## config.mk

```make
export PLATFORM = sky130hd
export DESIGN_NAME = tilt_to_pan_tilt_command_unit
export DESIGN_NICKNAME = d
export VERILOG_FILES = /design/src/rtl/ttpc_pkg.sv /design/src/rtl/tilt_to_pan_tilt_command_unit.sv /design/src/rtl/ttpc_ctrl.sv /design/src/rtl/ttpc_dp.sv
export SDC_FILE = /design/constraint.sdc
export NUM_CORES = 2
export LEC_CHECK = 0
export BUFFER_PORTS_ARGS = -buffer_cell sky130_fd_sc_hd__buf_2
export CORE_MARGIN = 2
export CORE_UTILIZATION = 45
export DETAILED_ROUTE_END_ITERATION = 8
export PLACE_DENSITY = 0.7
export SLEW_MARGIN = 20
export SYNTH_ARGS = -nofsm -noshare
export SYNTH_HDL_FRONTEND = slang
export SYNTH_SLANG_ARGS = --single-unit
```

## constraint.sdc

```tcl
create_clock -name clk -period 34.4 [get_ports clk]
set_input_delay 10.32 -clock clk [delete_from_list [all_inputs] [get_ports clk]]
set_output_delay 10.32 -clock clk [all_outputs]
set_load 0.01 [all_outputs]
```

## src/rtl/ttpc_pkg.sv

```systemverilog
package ttpc_pkg;

  localparam int ACCEL_BITS   = 16;
  localparam int ANGLE_BITS   = 16;
  localparam int CORDIC_STEPS = 16;
  localparam int TABLE_LEN    = 24;

  // CORDIC working width: sample scaled by 2^24 plus growth headroom.
  localparam int CW  = ACCEL_BITS + 24 + 3;
  // Squares and their sums.
  localparam int SQW = 2 * ACCEL_BITS + 2;
  // Square root result width.
  localparam int RTW = ACCEL_BITS + 1;
  localparam int STW = $clog2(CORDIC_STEPS + 1);

  localparam logic signed [11:0] YAW_LIMIT  = 12'sd1280;
  localparam logic [9:0]         PITCH_MAX  = 10'd900;
  localparam logic [9:0]         PITCH_HOME = 10'd450;

  localparam logic [1:0] REG_ENABLE    = 2'd0;
  localparam logic [1:0] REG_ROLL_SPAN = 2'd1;
  localparam logic [1:0] REG_TILT_SPAN = 2'd2;
  localparam logic [1:0] REG_MIN_MAG   = 2'd3;

  typedef enum logic [3:0] {
    ST_IDLE,
    ST_SQUARE,
    ST_ISQRT,
    ST_TILT_INIT,
    ST_TILT_RUN,
    ST_ROLL_INIT,
    ST_ROLL_RUN,
    ST_DELTA,
    ST_DIV,
    ST_SMOOTH,
    ST_DONE
  } state_t;

  // Commands from the controller to the datapath.
  typedef struct packed {
    logic load;
    logic square;
    logic sqrt_step;
    logic tilt_init;
    logic roll_init;
    logic cordic_step;
    logic tilt_store;
    logic delta;
    logic div_start;
    logic div_step;
    logic smooth;
    logic out_load;
  } cmd_t;

  // Status from the datapath to the controller.
  typedef struct packed {
    logic use_sample;
    logic sqrt_done;
    logic cordic_done;
    logic div_done;
  } status_t;

  function automatic logic [31:0] atan_turn(input int i);
    logic [31:0] t [TABLE_LEN];
    t = '{32'd536870912, 32'd316933406, 32'd167458907, 32'd85004756, 32'd42667331,
          32'd21354465, 32'd10679838, 32'd5340245, 32'd2670163, 32'd1335087,
          32'd667544, 32'd333772, 32'd166886, 32'd83443, 32'd41722, 32'd20861,
          32'd10430, 32'd5215, 32'd2608, 32'd1304, 32'd652, 32'd326, 32'd163,
          32'd81};
    return t[i];
  endfunction

endpackage

```

## src/rtl/tilt_to_pan_tilt_command_unit.sv

```systemverilog
// Tilt to pan/tilt command unit.
// Input channel (in_valid/in_ready) takes one word: kind and three signed
// accelerometer axes at 4096 per g. Kind 1 recalibrates the neutral pose.
// Output channel (out_valid/out_ready) gives one word per input: smoothed
// yaw and pitch commands, a used flag and the neutral-latched flag.
// Configuration is a plain write port (cfg_we, cfg_index, cfg_wdata) and is
// to be written only while the unit is idle; the unit does not enforce this.
// Sequence for a used sample from acceptance to out_valid: the squares, the
// bit-serial square root (load, 17 steps, finish), the shared CORDIC run twice
// (load, 16 rotations, finish), the deltas, the two restoring dividers and
// smoothing. A rejected or ignored sample goes from the square root state
// straight to smoothing.
// One word is in flight at a time; in_ready is high only when idle, so a new
// word is accepted only after the previous result has been taken.
// When the receiver stalls the result is held in the output register and
// no new word is accepted until it is taken.
// Reset is synchronous: the state and configuration registers return to their
// defaults, the neutral pose is cleared and the pose goes home to yaw 0, pitch 450.
module tilt_to_pan_tilt_command_unit (
  input  logic                                   clk,
  input  logic                                   rst_n,
  input  logic                                   cfg_we,
  input  logic [1:0]                             cfg_index,
  input  logic [14:0]                            cfg_wdata,
  input  logic                                   in_valid,
  output logic                                   in_ready,
  input  logic                                   in_kind,
  input  logic signed [ttpc_pkg::ACCEL_BITS-1:0] in_accel_x,
  input  logic signed [ttpc_pkg::ACCEL_BITS-1:0] in_accel_y,
  input  logic signed [ttpc_pkg::ACCEL_BITS-1:0] in_accel_z,
  output logic                                   out_valid,
  input  logic                                   out_ready,
  output logic signed [11:0]                     out_yaw_cmd,
  output logic [9:0]                             out_pitch_cmd,
  output logic                                   out_sample_ok,
  output logic                                   out_neutral_set
);
  import ttpc_pkg::*;

  cmd_t    cmd;
  status_t sts;

  // Sequencer.
  ttpc_ctrl u_ctrl (
    .clk, .rst_n, .in_valid, .in_ready, .out_valid, .out_ready, .sts, .cmd
  );

  // Arithmetic.
  ttpc_dp u_dp (
    .clk, .rst_n, .cmd, .sts, .cfg_we, .cfg_index, .cfg_wdata,
    .in_kind, .in_accel_x, .in_accel_y, .in_accel_z,
    .out_yaw_cmd, .out_pitch_cmd, .out_sample_ok, .out_neutral_set
  );

endmodule

```

## src/rtl/ttpc_ctrl.sv

```systemverilog
module ttpc_ctrl (
  input  logic              clk,
  input  logic              rst_n,
  input  logic              in_valid,
  output logic              in_ready,
  output logic              out_valid,
  input  logic              out_ready,
  input  ttpc_pkg::status_t sts,
  output ttpc_pkg::cmd_t    cmd
);
  import ttpc_pkg::*;

  state_t state_r, state_nxt;

  // State register.
  always_ff @(posedge clk) begin
    if (!rst_n) begin
      state_r <= ST_IDLE;
    end else begin
      state_r <= state_nxt;
    end
  end

  // Next-state logic.
  always_comb begin
    state_nxt = state_r;
    case (state_r)
      ST_IDLE:      if (in_valid) state_nxt = ST_SQUARE;
      ST_SQUARE:    state_nxt = ST_ISQRT;
      ST_ISQRT: begin
        if (!sts.use_sample) state_nxt = ST_SMOOTH;
        else if (sts.sqrt_done) state_nxt = ST_TILT_INIT;
      end
      ST_TILT_INIT: state_nxt = ST_TILT_RUN;
      ST_TILT_RUN:  if (sts.cordic_done) state_nxt = ST_ROLL_INIT;
      ST_ROLL_INIT: state_nxt = ST_ROLL_RUN;
      ST_ROLL_RUN:  if (sts.cordic_done) state_nxt = ST_DELTA;
      ST_DELTA:     state_nxt = ST_DIV;
      ST_DIV:       if (sts.div_done) state_nxt = ST_SMOOTH;
      ST_SMOOTH:    state_nxt = ST_DONE;
      ST_DONE:      if (out_ready) state_nxt = ST_IDLE;
      default:      state_nxt = ST_IDLE;
    endcase
  end

  // Output decode.
  always_comb begin
    cmd = '0;
    in_ready  = 1'b0;
    out_valid = 1'b0;
    case (state_r)
      ST_IDLE: begin
        in_ready = 1'b1;
        cmd.load = in_valid;
      end
      ST_SQUARE:    cmd.square = 1'b1;
      ST_ISQRT:     cmd.sqrt_step = sts.use_sample;
      ST_TILT_INIT: cmd.tilt_init = 1'b1;
      ST_TILT_RUN: begin
        cmd.cordic_step = !sts.cordic_done;
        cmd.tilt_store  = sts.cordic_done;
      end
      ST_ROLL_INIT: cmd.roll_init = 1'b1;
      ST_ROLL_RUN:  cmd.cordic_step = !sts.cordic_done;
      ST_DELTA: begin
        cmd.delta     = 1'b1;
        cmd.div_start = 1'b1;
      end
      ST_DIV:       cmd.div_step = !sts.div_done;
      ST_SMOOTH: begin
        cmd.smooth   = 1'b1;
        cmd.out_load = 1'b1;
      end
      ST_DONE:      out_valid = 1'b1;
      default:      cmd = '0;
    endcase
  end

endmodule

```

## src/rtl/ttpc_dp.sv

```systemverilog
module ttpc_dp (
  input  logic                                   clk,
  input  logic                                   rst_n,
  input  ttpc_pkg::cmd_t                         cmd,
  output ttpc_pkg::status_t                      sts,
  input  logic                                   cfg_we,
  input  logic [1:0]                             cfg_index,
  input  logic [14:0]                            cfg_wdata,
  input  logic                                   in_kind,
  input  logic signed [ttpc_pkg::ACCEL_BITS-1:0] in_accel_x,
  input  logic signed [ttpc_pkg::ACCEL_BITS-1:0] in_accel_y,
  input  logic signed [ttpc_pkg::ACCEL_BITS-1:0] in_accel_z,
  output logic signed [11:0]                     out_yaw_cmd,
  output logic [9:0]                             out_pitch_cmd,
  output logic                                   out_sample_ok,
  output logic                                   out_neutral_set
);
  import ttpc_pkg::*;

  localparam int AW = ANGLE_BITS;

  // Configuration registers.
  logic        enable_r;
  logic [14:0] roll_span_r, tilt_span_r;
  logic [12:0] min_mag_r;

  always_ff @(posedge clk) begin
    if (!rst_n) begin
      enable_r    <= 1'b0;
      roll_span_r <= 15'd6258;
      tilt_span_r <= 15'd7301;
      min_mag_r   <= 13'd205;
    end else if (cfg_we) begin
      case (cfg_index)
        REG_ENABLE:    enable_r    <= cfg_wdata[0];
        REG_ROLL_SPAN: roll_span_r <= cfg_wdata;
        REG_TILT_SPAN: tilt_span_r <= cfg_wdata;
        REG_MIN_MAG:   min_mag_r   <= cfg_wdata[12:0];
        default:       enable_r    <= enable_r;
      endcase
    end
  end

  // Latched word.
  logic                         kind_r;
  logic signed [ACCEL_BITS-1:0] ax_r, ay_r, az_r;
  always_ff @(posedge clk) begin
    if (cmd.load) begin
      kind_r <= in_kind;
      ax_r   <= in_accel_x;
      ay_r   <= in_accel_y;
      az_r   <= in_accel_z;
    end
  end

  // Squares, magnitude test.
  logic signed [2*ACCEL_BITS-1:0] sq_x, sq_y, sq_z;
  assign sq_x = ax_r * ax_r;
  assign sq_y = ay_r * ay_r;
  assign sq_z = az_r * az_r;

  logic [SQW-1:0] yz2_r, mag2_r, min2_r;
  logic           use_r;
  always_ff @(posedge clk) begin
    if (cmd.square) begin
      yz2_r  <= SQW'(unsigned'(sq_y)) + SQW'(unsigned'(sq_z));
      mag2_r <= SQW'(unsigned'(sq_x));
      min2_r <= SQW'(min_mag_r * min_mag_r);
    end
  end
  // Magnitude sum is formed from the registered squares, in the cycle after them, to keep one add per stage.
  logic [SQW-1:0] mag_full;
  assign mag_full = mag2_r + yz2_r;
  assign use_r = (mag_full >= min2_r) && (kind_r || enable_r);
  assign sts.use_sample = use_r;

  // Integer square root, one result bit per cycle.
  localparam int SQW2 = SQW + (SQW % 2);
  localparam int SQ_ITERS = SQW2 / 2;
  logic [RTW-1:0]  root_r;
  logic            sq_busy_r;

  // Restoring square root kept as partial remainder and shifting radicand.
  logic [SQW2-1:0] rad_r;
  logic [RTW+1:0]  prem_r;
  logic [RTW+1:0]  prem_sh, ptrial;
  logic [$clog2(SQ_ITERS+1)-1:0] sqi_r;
  assign prem_sh = {prem_r[RTW-1:0], rad_r[SQW2-1 -: 2]};
  assign ptrial  = {root_r[RTW-1:0], 2'b01};
  assign sts.sqrt_done = sq_busy_r && (sqi_r == ($clog2(SQ_ITERS+1))'(SQ_ITERS));

  always_ff @(posedge clk) begin
    if (!rst_n) begin
      sq_busy_r <= 1'b0;
    end else if (cmd.square) begin
      sq_busy_r <= 1'b0;
    end else if (cmd.sqrt_step) begin
      sq_busy_r <= 1'b1;
    end
  end

  always_ff @(posedge clk) begin
    if (cmd.sqrt_step && !sq_busy_r) begin
      rad_r  <= SQW2'(yz2_r);
      prem_r <= '0;
      root_r <= '0;
      sqi_r  <= '0;
    end else if (cmd.sqrt_step && !sts.sqrt_done) begin
      rad_r <= rad_r << 2;
      sqi_r <= sqi_r + 1'b1;
      if (prem_sh >= ptrial) begin
        prem_r <= prem_sh - ptrial;
        root_r <= {root_r[RTW-2:0], 1'b1};
      end else begin
        prem_r <= prem_sh;
        root_r <= {root_r[RTW-2:0], 1'b0};
      end
    end
  end

  // Shared vectoring CORDIC.
  logic signed [CW-1:0] cx_r, cy_r;
  logic [31:0]          acc_r;
  logic [STW-1:0]       step_r;
  logic                 czero_r;
  logic signed [CW-1:0] init_c, init_s;

  always_comb begin
    if (cmd.tilt_init) begin
      init_c = CW'(ay_r) <<< 24;
      init_s = CW'(az_r) <<< 24;
    end else begin
      init_c = CW'($signed({1'b0, root_r})) <<< 24;
      init_s = CW'(ax_r) <<< 24;
    end
  end

  assign sts.cordic_done = (step_r == STW'(CORDIC_STEPS));

  always_ff @(posedge clk) begin
    if (cmd.tilt_init || cmd.roll_init) begin
      czero_r <= (init_c == '0) && (init_s == '0);
      step_r  <= '0;
      if (init_c < 0) begin
        cx_r  <= -init_c;
        cy_r  <= -init_s;
        acc_r <= 32'h8000_0000;
      end else begin
        cx_r  <= init_c;
        cy_r  <= init_s;
        acc_r <= '0;
      end
    end else if (cmd.cordic_step) begin
      step_r <= step_r + 1'b1;
      if (cy_r > 0) begin
        cx_r  <= cx_r + (cy_r >>> step_r);
        cy_r  <= cy_r - (cx_r >>> step_r);
        acc_r <= acc_r + atan_turn(int'(step_r));
      end else begin
        cx_r  <= cx_r - (cy_r >>> step_r);
        cy_r  <= cy_r + (cx_r >>> step_r);
        acc_r <= acc_r - atan_turn(int'(step_r));
      end
    end
  end

  logic [31:0]   acc_rnd;
  logic [AW-1:0] angle;
  assign acc_rnd = acc_r + (32'd1 << (31 - AW));
  assign angle   = czero_r ? '0 : acc_rnd[31 -: AW];

  logic [AW-1:0] tilt_r;
  always_ff @(posedge clk) begin
    if (cmd.tilt_store) tilt_r <= angle;
  end

  // Neutral angles and pose state.
  logic [AW-1:0]      nroll_r, ntilt_r;
  logic               nvalid_r;
  logic signed [11:0] yaw_r;
  logic [9:0]         pitch_r;

  // Deltas and clamp.
  logic [14:0] rs, ts;
  assign rs = (roll_span_r == '0) ? 15'd1 : roll_span_r;
  assign ts = (tilt_span_r == '0) ? 15'd1 : tilt_span_r;

  logic [AW-1:0]        nr_eff, nt_eff;
  logic signed [AW-1:0] dr_w, dt_w;
  logic signed [AW+1:0] dr_c, dt_c, rs_s, ts_s;
  assign nr_eff = nvalid_r ? nroll_r : angle;
  assign nt_eff = nvalid_r ? ntilt_r : tilt_r;
  assign dr_w = $signed(angle - nr_eff);
  assign dt_w = $signed(tilt_r - nt_eff);
  assign rs_s = $signed({3'b000, rs});
  assign ts_s = $signed({3'b000, ts});
  always_comb begin
    dr_c = (AW+2)'(dr_w);
    dt_c = (AW+2)'(dt_w);
    if (dr_c > rs_s) dr_c = rs_s;
    else if (dr_c < -rs_s) dr_c = -rs_s;
    if (dt_c > ts_s) dt_c = ts_s;
    else if (dt_c < -ts_s) dt_c = -ts_s;
  end

  // Two restoring dividers: (2|d|*K + s) / (2s), both quotients under 2^11.
  localparam int NW = 28;
  localparam int QB = 12;
  logic [NW-1:0] rn_r, tn_r;
  logic [NW-1:0] rrem_r, trem_r;
  logic [15:0]   rden_r, tden_r;
  logic [QB-1:0] rq_r, tq_r;
  logic          rneg_r, tneg_r;
  logic [3:0]    dcnt_r;
  logic [AW+1:0] dr_abs, dt_abs;
  logic [NW-1:0] rnum, tnum;
  assign dr_abs = dr_c < 0 ? unsigned'(-dr_c) : unsigned'(dr_c);
  assign dt_abs = dt_c < 0 ? unsigned'(-dt_c) : unsigned'(dt_c);
  assign rnum   = NW'(dr_abs) * NW'(2560) + NW'(rs);
  assign tnum   = NW'(dt_abs) * NW'(900) + NW'(ts);
  assign sts.div_done = (dcnt_r == 4'(QB));

  logic [NW-1:0] rrem_sh, trem_sh;
  logic [NW-1:0] rden_w, tden_w;
  assign rden_w  = NW'(rden_r);
  assign tden_w  = NW'(tden_r);
  assign rrem_sh = {rrem_r[NW-2:0], rn_r[NW-1]};
  assign trem_sh = {trem_r[NW-2:0], tn_r[NW-1]};

  always_ff @(posedge clk) begin
    if (cmd.div_start) begin
      // The upper bits start the remainder; the low QB bits are shifted in.
      rn_r   <= rnum << (NW - QB);
      tn_r   <= tnum << (NW - QB);
      rrem_r <= rnum >> QB;
      trem_r <= tnum >> QB;
      rden_r <= {rs, 1'b0};
      tden_r <= {ts, 1'b0};
      rneg_r <= dr_c < 0;
      tneg_r <= dt_c < 0;
      rq_r   <= '0;
      tq_r   <= '0;
      dcnt_r <= '0;
    end else if (cmd.div_step) begin
      dcnt_r <= dcnt_r + 1'b1;
      rn_r   <= rn_r << 1;
      tn_r   <= tn_r << 1;
      if (rrem_sh >= rden_w) begin
        rrem_r <= rrem_sh - rden_w;
        rq_r   <= {rq_r[QB-2:0], 1'b1};
      end else begin
        rrem_r <= rrem_sh;
        rq_r   <= {rq_r[QB-2:0], 1'b0};
      end
      if (trem_sh >= tden_w) begin
        trem_r <= trem_sh - tden_w;
        tq_r   <= {tq_r[QB-2:0], 1'b1};
      end else begin
        trem_r <= trem_sh;
        tq_r   <= {tq_r[QB-2:0], 1'b0};
      end
    end
  end

  // Targets.
  logic signed [13:0] ty, tp, dy, dp;
  always_comb begin
    ty = rneg_r ? -$signed({2'b00, rq_r}) : $signed({2'b00, rq_r});
    if (ty > 14'sd1280) ty = 14'sd1280;
    else if (ty < -14'sd1280) ty = -14'sd1280;
    tp = 14'sd450 - (tneg_r ? -$signed({2'b00, tq_r}) : $signed({2'b00, tq_r}));
    if (tp > 14'sd900) tp = 14'sd900;
    else if (tp < 14'sd0) tp = 14'sd0;
  end
  assign dy = ty - 14'(yaw_r);
  assign dp = tp - $signed({4'b0000, pitch_r});

  // A third of the difference, truncated toward zero, by reciprocal multiply.
  // The product is exact for magnitudes below 2^17.
  function automatic logic signed [13:0] third(input logic signed [13:0] d);
    logic [13:0] a;
    logic [30:0] p;
    a = d < 0 ? 14'(-d) : 14'(d);
    p = 31'(a) * 31'(17'd43691);
    return d < 0 ? -$signed({1'b0, p[29:17]}) : $signed({1'b0, p[29:17]});
  endfunction

  function automatic logic signed [13:0] smooth_step(input logic signed [13:0] cur,
                                                     input logic signed [13:0] tgt,
                                                     input logic signed [13:0] d);
    if (d > -14'sd4 && d < 14'sd4) return tgt;
    return cur + third(d);
  endfunction

  logic signed [13:0] yaw_n, pitch_n;
  assign yaw_n   = smooth_step(14'(yaw_r), ty, dy);
  assign pitch_n = smooth_step($signed({4'b0000, pitch_r}), tp, dp);

  // Angles held across the divide.
  logic [AW-1:0] nr_eff_hold, nt_hold;
  always_ff @(posedge clk) begin
    if (cmd.delta) begin
      nr_eff_hold <= angle;
      nt_hold     <= tilt_r;
    end
  end

  // Pose and neutral update.
  always_ff @(posedge clk) begin
    if (!rst_n) begin
      nroll_r  <= '0;
      ntilt_r  <= '0;
      nvalid_r <= 1'b0;
      yaw_r    <= '0;
      pitch_r  <= PITCH_HOME;
    end else if (cmd.smooth) begin
      if (kind_r) begin
        if (use_r) begin
          nroll_r  <= nr_eff_hold;
          ntilt_r  <= nt_hold;
        end
        nvalid_r <= use_r;
        yaw_r    <= '0;
        pitch_r  <= PITCH_HOME;
      end else if (use_r) begin
        if (!nvalid_r) begin
          nroll_r <= nr_eff_hold;
          ntilt_r <= nt_hold;
        end
        nvalid_r <= 1'b1;
        yaw_r    <= yaw_n[11:0];
        pitch_r  <= pitch_n[9:0];
      end
    end
  end

  // Output register.
  logic ok_r;
  always_ff @(posedge clk) begin
    if (cmd.out_load) ok_r <= use_r;
  end
  assign out_yaw_cmd     = yaw_r;
  assign out_pitch_cmd   = pitch_r;
  assign out_sample_ok   = ok_r;
  assign out_neutral_set = nvalid_r;

endmodule

```

Word level (Yosys, flattened, before mapping)
Memories as Yosys holds them, arrays and structs flattened.
Index checks and enable logic that the tools add are counted.
{ "word_totals": {"register_bits": 629, "memories": 1, "output_inout_bits": 26, "mem_bits_ro": 1024, "input_bits": 71} }
{ "classes": {"n_addsub": 36, "shifts": 2, "n_eq_ne": 23, "multipliers": 8, "order_cmp": 23, "bitwise": 2, "mux": 93, "reduce_logical": 32} }
{ "mem_list": {"columns": ["name", "words", "word_bits", "read_ports", "rd_clocked_by_memory_dff", "write_ports", "line_no", "source"], "rows": [
  ["(name not given)", 32, 32, 1, 0, 0, "ttpc_pkg.sv:70", "return t[i];"]
]} }
{ "ops": {"columns": ["operator", "count"], "rows": [
  ["$mux W43", 10],
  ["$mux W16", 15],
  ["$mux W32", 6],
  ["$mux W14", 8],
  ["$mux W28", 4],
  ["$mux W18", 6],
  ["$mul A16 B16 Y32", 3],
  ["$add A43 B43 Y43", 2],
  ["$logic_not A43 Y1", 2],
  ["$neg A43 Y43", 2],
  ["$sshr A43 B5 Y43", 2],
  ["$sub A43 B43 Y43", 2],
  ["$mux W34", 2],
  ["$mux W12", 5],
  ["$add A28 B15 Y28", 2],
  ["$ge A28 B16 Y1", 2],
  ["$mux W27", 2],
  ["$sub A27 B16 Y27", 2],
  ["$mux W10", 5],
  ["$pmux W4 S11", 1],
  ["$gt A43 B1 Y1 const B", 1],
  ["$lt A43 B1 Y1 const B", 1],
  ["$lt A14 B1 Y1 const B", 3],
  ["$lt A16 B18 Y1", 2],
  ["63 further kinds", 129]
]} }

Longest topological paths before layout
{ "logic_depth": {"depth_word": 16, "depth_mapped": 68} }

By module
From an unflattened synthesis, not the netlist that was laid out.
{ "unflattened": {"hier_cells": 10300, "hier_area_um2": 92468.7} }
{ "by_module_without_submodules": {"columns": ["mod", "cells_per_inst", "area_per_inst_um2", "n_inst"], "rows": [
  ["ttpc_dp", 10248, 92079.6, 1],
  ["ttpc_ctrl", 52, 389.1, 1]
]} }

Worst setup path before layout
Ideal clock, no wire load.
{ "synth_path": {"path_kind": "register to register", "start": "register u_dp.rq_r[3]", "end": "register u_dp.yaw_r[11], in the netlist u_dp.out_yaw_cmd[11]", "setup_slack_ps": 21530, "path_stages_with_launch": 59, "period_less_slack_ps": 12870, "arrival_ps": 12802, "path_buffers": 3, "setup_time_ps": 69, "required_ps": 34331, "cell_sequence": "dfxtp_1 -> buf_2 -> or4_4 -> o41ai_1 -> xor2_1 -> o21ai_0 -> o2111ai_1 -> ha_1 -> inv_1 -> nand2_1 -> nor2_1 -> ha_1 -> nor2b_1 -> o2111ai_1 -> o211ai_1 -> o31ai_1 -> o211ai_1 -> a31oi_1 -> [... 23 more ...] -> mux2_2 -> a22o_1 -> a21oi_1 -> xor2_1 -> ha_1 -> a21oi_1 -> o21bai_1 -> a21oi_1 -> o21bai_1 -> a21oi_1 -> o21bai_1 -> a21oi_1 -> xnor2_1 -> xnor2_1 -> xnor2_1 -> xor2_1 -> mux2i_1 -> o21ai_1"} }
{ "synth_via": {"elab_chain_len": 15, "word_cells_on_any_way": 22, "cone_classes": "add/sub: 5; mul: 1; order compare: 5; mux: 10; reduce/logical: 1"} }
{ "synth_lines": {"columns": ["item", "line_no", "source"], "rows": [
  ["start, declared", "ttpc_dp.sv:212", "logic [QB-1:0] rq_r, tq_r;"],
  ["start signal, assigned", "ttpc_dp.sv:250", "rq_r <= {rq_r[QB-2:0], 1'b1};"],
  ["start signal, assigned", "ttpc_dp.sv:253", "rq_r <= {rq_r[QB-2:0], 1'b0};"],
  ["$neg A12 Y14", "ttpc_dp.sv:268", "ty = rneg_r ? -$signed({2'b00, rq_r}) : $signed({2'b00, rq_r});"],
  ["$mux W14 *", "ttpc_dp.sv:268", null],
  ["$lt A14 B12 Y1", "ttpc_dp.sv:270", "else if (ty < -14'sd1280) ty = -14'sd1280;"],
  ["$mux W14", "ttpc_dp.sv:270", null],
  ["$mux W14 *", "ttpc_dp.sv:269", "if (ty > 14'sd1280) ty = 14'sd1280;"],
  ["$sub A14 B12 Y14", "ttpc_dp.sv:275", "assign dy = ty - 14'(yaw_r);"],
  ["$neg A14 Y14 / $lt A14 B1 Y1 (equally long branches)", "ttpc_dp.sv:283, ttpc_dp.sv:285", null],
  ["$mux W14", "ttpc_dp.sv:283", "a = d < 0 ? 14'(-d) : 14'(d);"],
  ["$mul A14 B16 Y29", "ttpc_dp.sv:284", "p = 31'(a) * 31'(17'd43691);"],
  ["$neg A12 Y12", "ttpc_dp.sv:285", "return d < 0 ? -$signed({1'b0, p[29:17]}) : $signed({1'b0, p[29:17]});"],
  ["$mux W12", "ttpc_dp.sv:285", null],
  ["$add A12 B12 Y12", "ttpc_dp.sv:292", "return cur + third(d);"],
  ["$mux W12 *", "ttpc_dp.sv:292", null],
  ["$mux W12 *", "ttpc_dp.sv:325", "end else if (use_r) begin"],
  ["$mux W12 *", "ttpc_dp.sv:317", "if (kind_r) begin"],
  ["end signal, assigned", "ttpc_dp.sv:331", "yaw_r <= yaw_n[11:0];"],
  ["end, declared", "ttpc_dp.sv:180", "logic signed [11:0] yaw_r;"]
]} }
Every way passes the cells marked *; elsewhere a longest branch is shown, timed or not. The select of a mux whose other input is x is not followed.
A chain may end at the register's enable or synchronous reset.

Worst setup path after layout
{ "layout_path": {"start": "register u_dp.tq_r[0]", "end": "register u_dp.pitch_r[9], in the netlist u_dp.out_pitch_cmd[9]"} }
{ "layout_via": {"elab_chain_len": 16, "word_cells_on_any_way": 23, "cone_classes": "add/sub: 6; mul: 1; order compare: 5; mux: 10; reduce/logical: 1"} }
{ "layout_lines": {"columns": ["item", "line_no", "source"], "rows": [
  ["start, declared", "ttpc_dp.sv:212", null],
  ["start signal, assigned", "ttpc_dp.sv:257", "tq_r <= {tq_r[QB-2:0], 1'b1};"],
  ["start signal, assigned", "ttpc_dp.sv:260", "tq_r <= {tq_r[QB-2:0], 1'b0};"],
  ["$neg A12 Y14", "ttpc_dp.sv:271", "tp = 14'sd450 - (tneg_r ? -$signed({2'b00, tq_r}) : $signed({2'b00, tq_r}));"],
  ["$mux W14 *", "ttpc_dp.sv:271", null],
  ["$sub A10 B14 Y14 *", "ttpc_dp.sv:271", null],
  ["$lt A14 B1 Y1", "ttpc_dp.sv:273", "else if (tp < 14'sd0) tp = 14'sd0;"],
  ["$mux W14", "ttpc_dp.sv:273", null],
  ["$mux W14 *", "ttpc_dp.sv:272", "if (tp > 14'sd900) tp = 14'sd900;"],
  ["$sub A14 B11 Y14", "ttpc_dp.sv:276", "assign dp = tp - $signed({4'b0000, pitch_r});"],
  ["$neg A14 Y14 / $lt A14 B1 Y1 (equally long branches)", "ttpc_dp.sv:283, ttpc_dp.sv:285", null],
  ["$mux W14", "ttpc_dp.sv:283", null],
  ["$mul A14 B16 Y27", "ttpc_dp.sv:284", null],
  ["$neg A10 Y10", "ttpc_dp.sv:285", null],
  ["$mux W10", "ttpc_dp.sv:285", null],
  ["$add A10 B10 Y10", "ttpc_dp.sv:292", null],
  ["$mux W10 *", "ttpc_dp.sv:292", null],
  ["$mux W10 *", "ttpc_dp.sv:325", null],
  ["$mux W10 *", "ttpc_dp.sv:317", null],
  ["end signal, assigned", "ttpc_dp.sv:332", "pitch_r <= pitch_n[9:0];"],
  ["end, declared", "ttpc_dp.sv:181", "logic [9:0] pitch_r;"]
]} }
Marked as above.

==> impl_results.md <==
- Core Util, Final: 48.1%
- Worst-margin pin slew: 1160 ps
- Worst-path fanout max: 11
- Post-synth cell types: 113
- WP buf/inv: 5
- Clock Tree Root: clkbuf_16
- Critical Path Start: u_dp.tq_r[0]
- Hpwl dp: 187000 µm
- WL/cell: 18.2 µm
- Drt first pass iters: 6
- Clock Pin Slew Worst Setup and Hold Paths: 60 ps
- Crit-path slowest cell: o31ai_1
- Num CTS Buffers: 80
- Height of the die: 457 µm
- Ys Warns: 0
- Final-report max-slew violation count: 0
- Headroom to the max-slew limit: 22.9%
- Cell count after synthesis: 10300
- Post-cts resize count: 0
- Total negative slack: 0 ps
- DP Cell Count: 12800
- Clock Tree Buf Depth: 3
- Vias per inst: 5.53
- Main flop type after synthesis: edfxtp_1
- Crit path top cell by count: ha_1
- Drt first-iter violations: 5122
- Peak Freq: 67.8 MHz
- Worst Hold Launch: u_dp.tilt_r[0]
- Worst Setup Start Kind: flop
- R2r endpoint: u_dp.out_pitch_cmd[9]
- Most frequent cells in the layout: 1652 x inv_1, 1036 x ha_1, 969 x fa_1, 887 x nand2_1, 763 x nor2_1
- Tot GR Track Use: 22.6%
- I/O pin count: 97
- Initial Util: 45.2%
- Hold Vio Cnt, Final: 0
- # Max-Cap Violations: 0
- Htree depth: 3
- Initial antenna violation count: 13
- R2r setup slk: 19660 ps
- Crit path time final: 14740 ps
- Commonest non-fill, non-tap cell in the layout: inv_1
- Hold_buf cts: 0
- Routed WL: 236000 µm
- Vias: 71700
- CP endpoint kind: flop
- Hold path depth: 0
- Async SR Flop Fraction: 0%
- Placeable Area: 204000 µm²
- Grt ovf: 0
- Post-CTS Setup Repair Bufs: 0
- Vias in the first global route: 73600
- R2R Path Start: u_dp.tq_r[0]
- Largest net degree at the start of global routing: 91
- Worst setup margin: 19660 ps
- Skew-Pair Late Insertion Delay: 740 ps
- Layout cells sized above 1: 5.79%
- Die Footprint: 208000 µm²
- Post-Layout Cell Count: 13000
- Sink Count: 626
- Critical path's top delay family: adder cells
- R2R depth: 60
- WP data required: 35040 ps
- Finish-stage setup viols: 0
- Sequential-to-total area share from yosys stat: 18.2%
- Post-synthesis cell area: 92200 µm²
- Final period util: 42.9%
- Critical path class: flop to flop
- Rows: 166
- Post-synth EDFFs: 428
- # nets final: 12300
- Global-route wire length before repair: 384000 µm
- Gpl congestion: 0.933
- Status: complete, no violations
- Syn-to-layout area delta: 6.58%
- Fill count: 19100
- Arrival time at the worst endpoint: 15380 ps
- Crit path largest cell delay: 630 ps
- Clock skew: 50.5 ps
- Post-place setup slack: 19760 ps
- Synthesized area per cell: 8.94 µm²
- Port Buffer Count: 96
- Residual DRC: 0
- Die W: 457 µm
- CTS tree: yes
- Hold Crit Class: flop to flop
- Seq cells post-synth: 626
- Hold Path End: u_dp.nt_hold[0]
- Routed Antenna Nets: 0
- RSZ-0062 raised after global routing: no
[state kept, by name, summed over array words and instances (netlist names), 17 cells and up]
| name | count |
|---|---|
| u_dp.cx_r | 43 |
| u_dp.prem_r | 17 |
| u_dp.rad_r | 34 |
| u_dp.mag2_r | 31 |
| u_dp.yz2_r | 33 |
| u_dp.cy_r | 43 |
| u_dp.min2_r | 25 |
| u_dp.trem_r | 27 |
| u_dp.acc_r | 32 |
| u_dp.rrem_r | 27 |
| u_dp.root_r | 17 |
[metal layers]
layer  GRT usage, %  wire (µm)  part of all wire, %  vias to the layer above
li1               -          -                    -                    34100
met5              0         25                0.011                        -
met2           38.9     115000                   49                     1880
met4           8.81       9800                  4.2                        4
met3           2.68      12000                  5.1                      484
met1           28.9      99400                   42                    35200
[cells by family after synthesis]
group                    share of synthesized area (%)
XOR/XNOR                                          6.95
other                                          0.00815
AND/OR/NAND/NOR                                   13.6
multiplexers                                      5.10
flip-flops                                        18.2
AO/OA/AOI/OAI                                     12.6
buffers and inverters                             8.39
adder cells (fa/ha/maj)                           35.1
[metrics by stage]
stage | hold slack, ps | instance area (µm²)
4_1_cts | 462 | 98200
3_5_place_dp | 448 | 95400
3_3_place_gp | 451 | 95400
6_report | 458 | 98300
5_1_grt | 463 | 98200
2_1_floorplan | 426 | 92200
[how the worst max path moves through the flow]
stage	slack [ps]	cells past startpoint	endpoint
6_report	19660	60	u_dp.out_pitch_cmd[9]
4_1_cts	19680	61	u_dp.out_pitch_cmd[9]
3_5_place_dp	19760	61	u_dp.out_pitch_cmd[9]
3_3_place_gp	20050	61	u_dp.out_pitch_cmd[9]
5_1_grt	18360	61	u_dp.out_pitch_cmd[9]
2_1_floorplan	21530	58	u_dp.out_yaw_cmd[11]
[cell usage after synthesis, types with 152 or more instances]
cell type / n / area, µm²
clkbuf_1: 309 / 1160
xor2_1: 235 / 2060
dfxtp_1: 198 / 3960
a21oi_1: 589 / 2950
ha_1: 1036 / 13000
o21ai_0: 443 / 2220
edfxtp_1: 428 / 12900
nor2_1: 766 / 2880
and2_1: 240 / 1500
xnor2_1: 489 / 4280
nand2_1: 889 / 3340
mux2i_1: 167 / 1670
inv_1: 1657 / 6220
nand3_1: 152 / 761
fa_1: 969 / 19400
[area by class of cell]
type | instances | area (µm²) | area share (%)
flip-flops and latches | 626 | 16800 | 17.1
clock inverters | 44 | 538 | 0.548
repair buffers | 178 | 1100 | 1.12
multi-input cells | 7648 | 67800 | 69.0
well taps | 2688 | 3360 | 3.42
diodes | 4 | 10.0 | 0.0102
inverters | 1670 | 6270 | 6.39
clock buffers | 106 | 2310 | 2.35
Power is left out: the tool's default activity adds up to more than one toggle a clock period on the data nets, which glitch-free logic cannot reach.
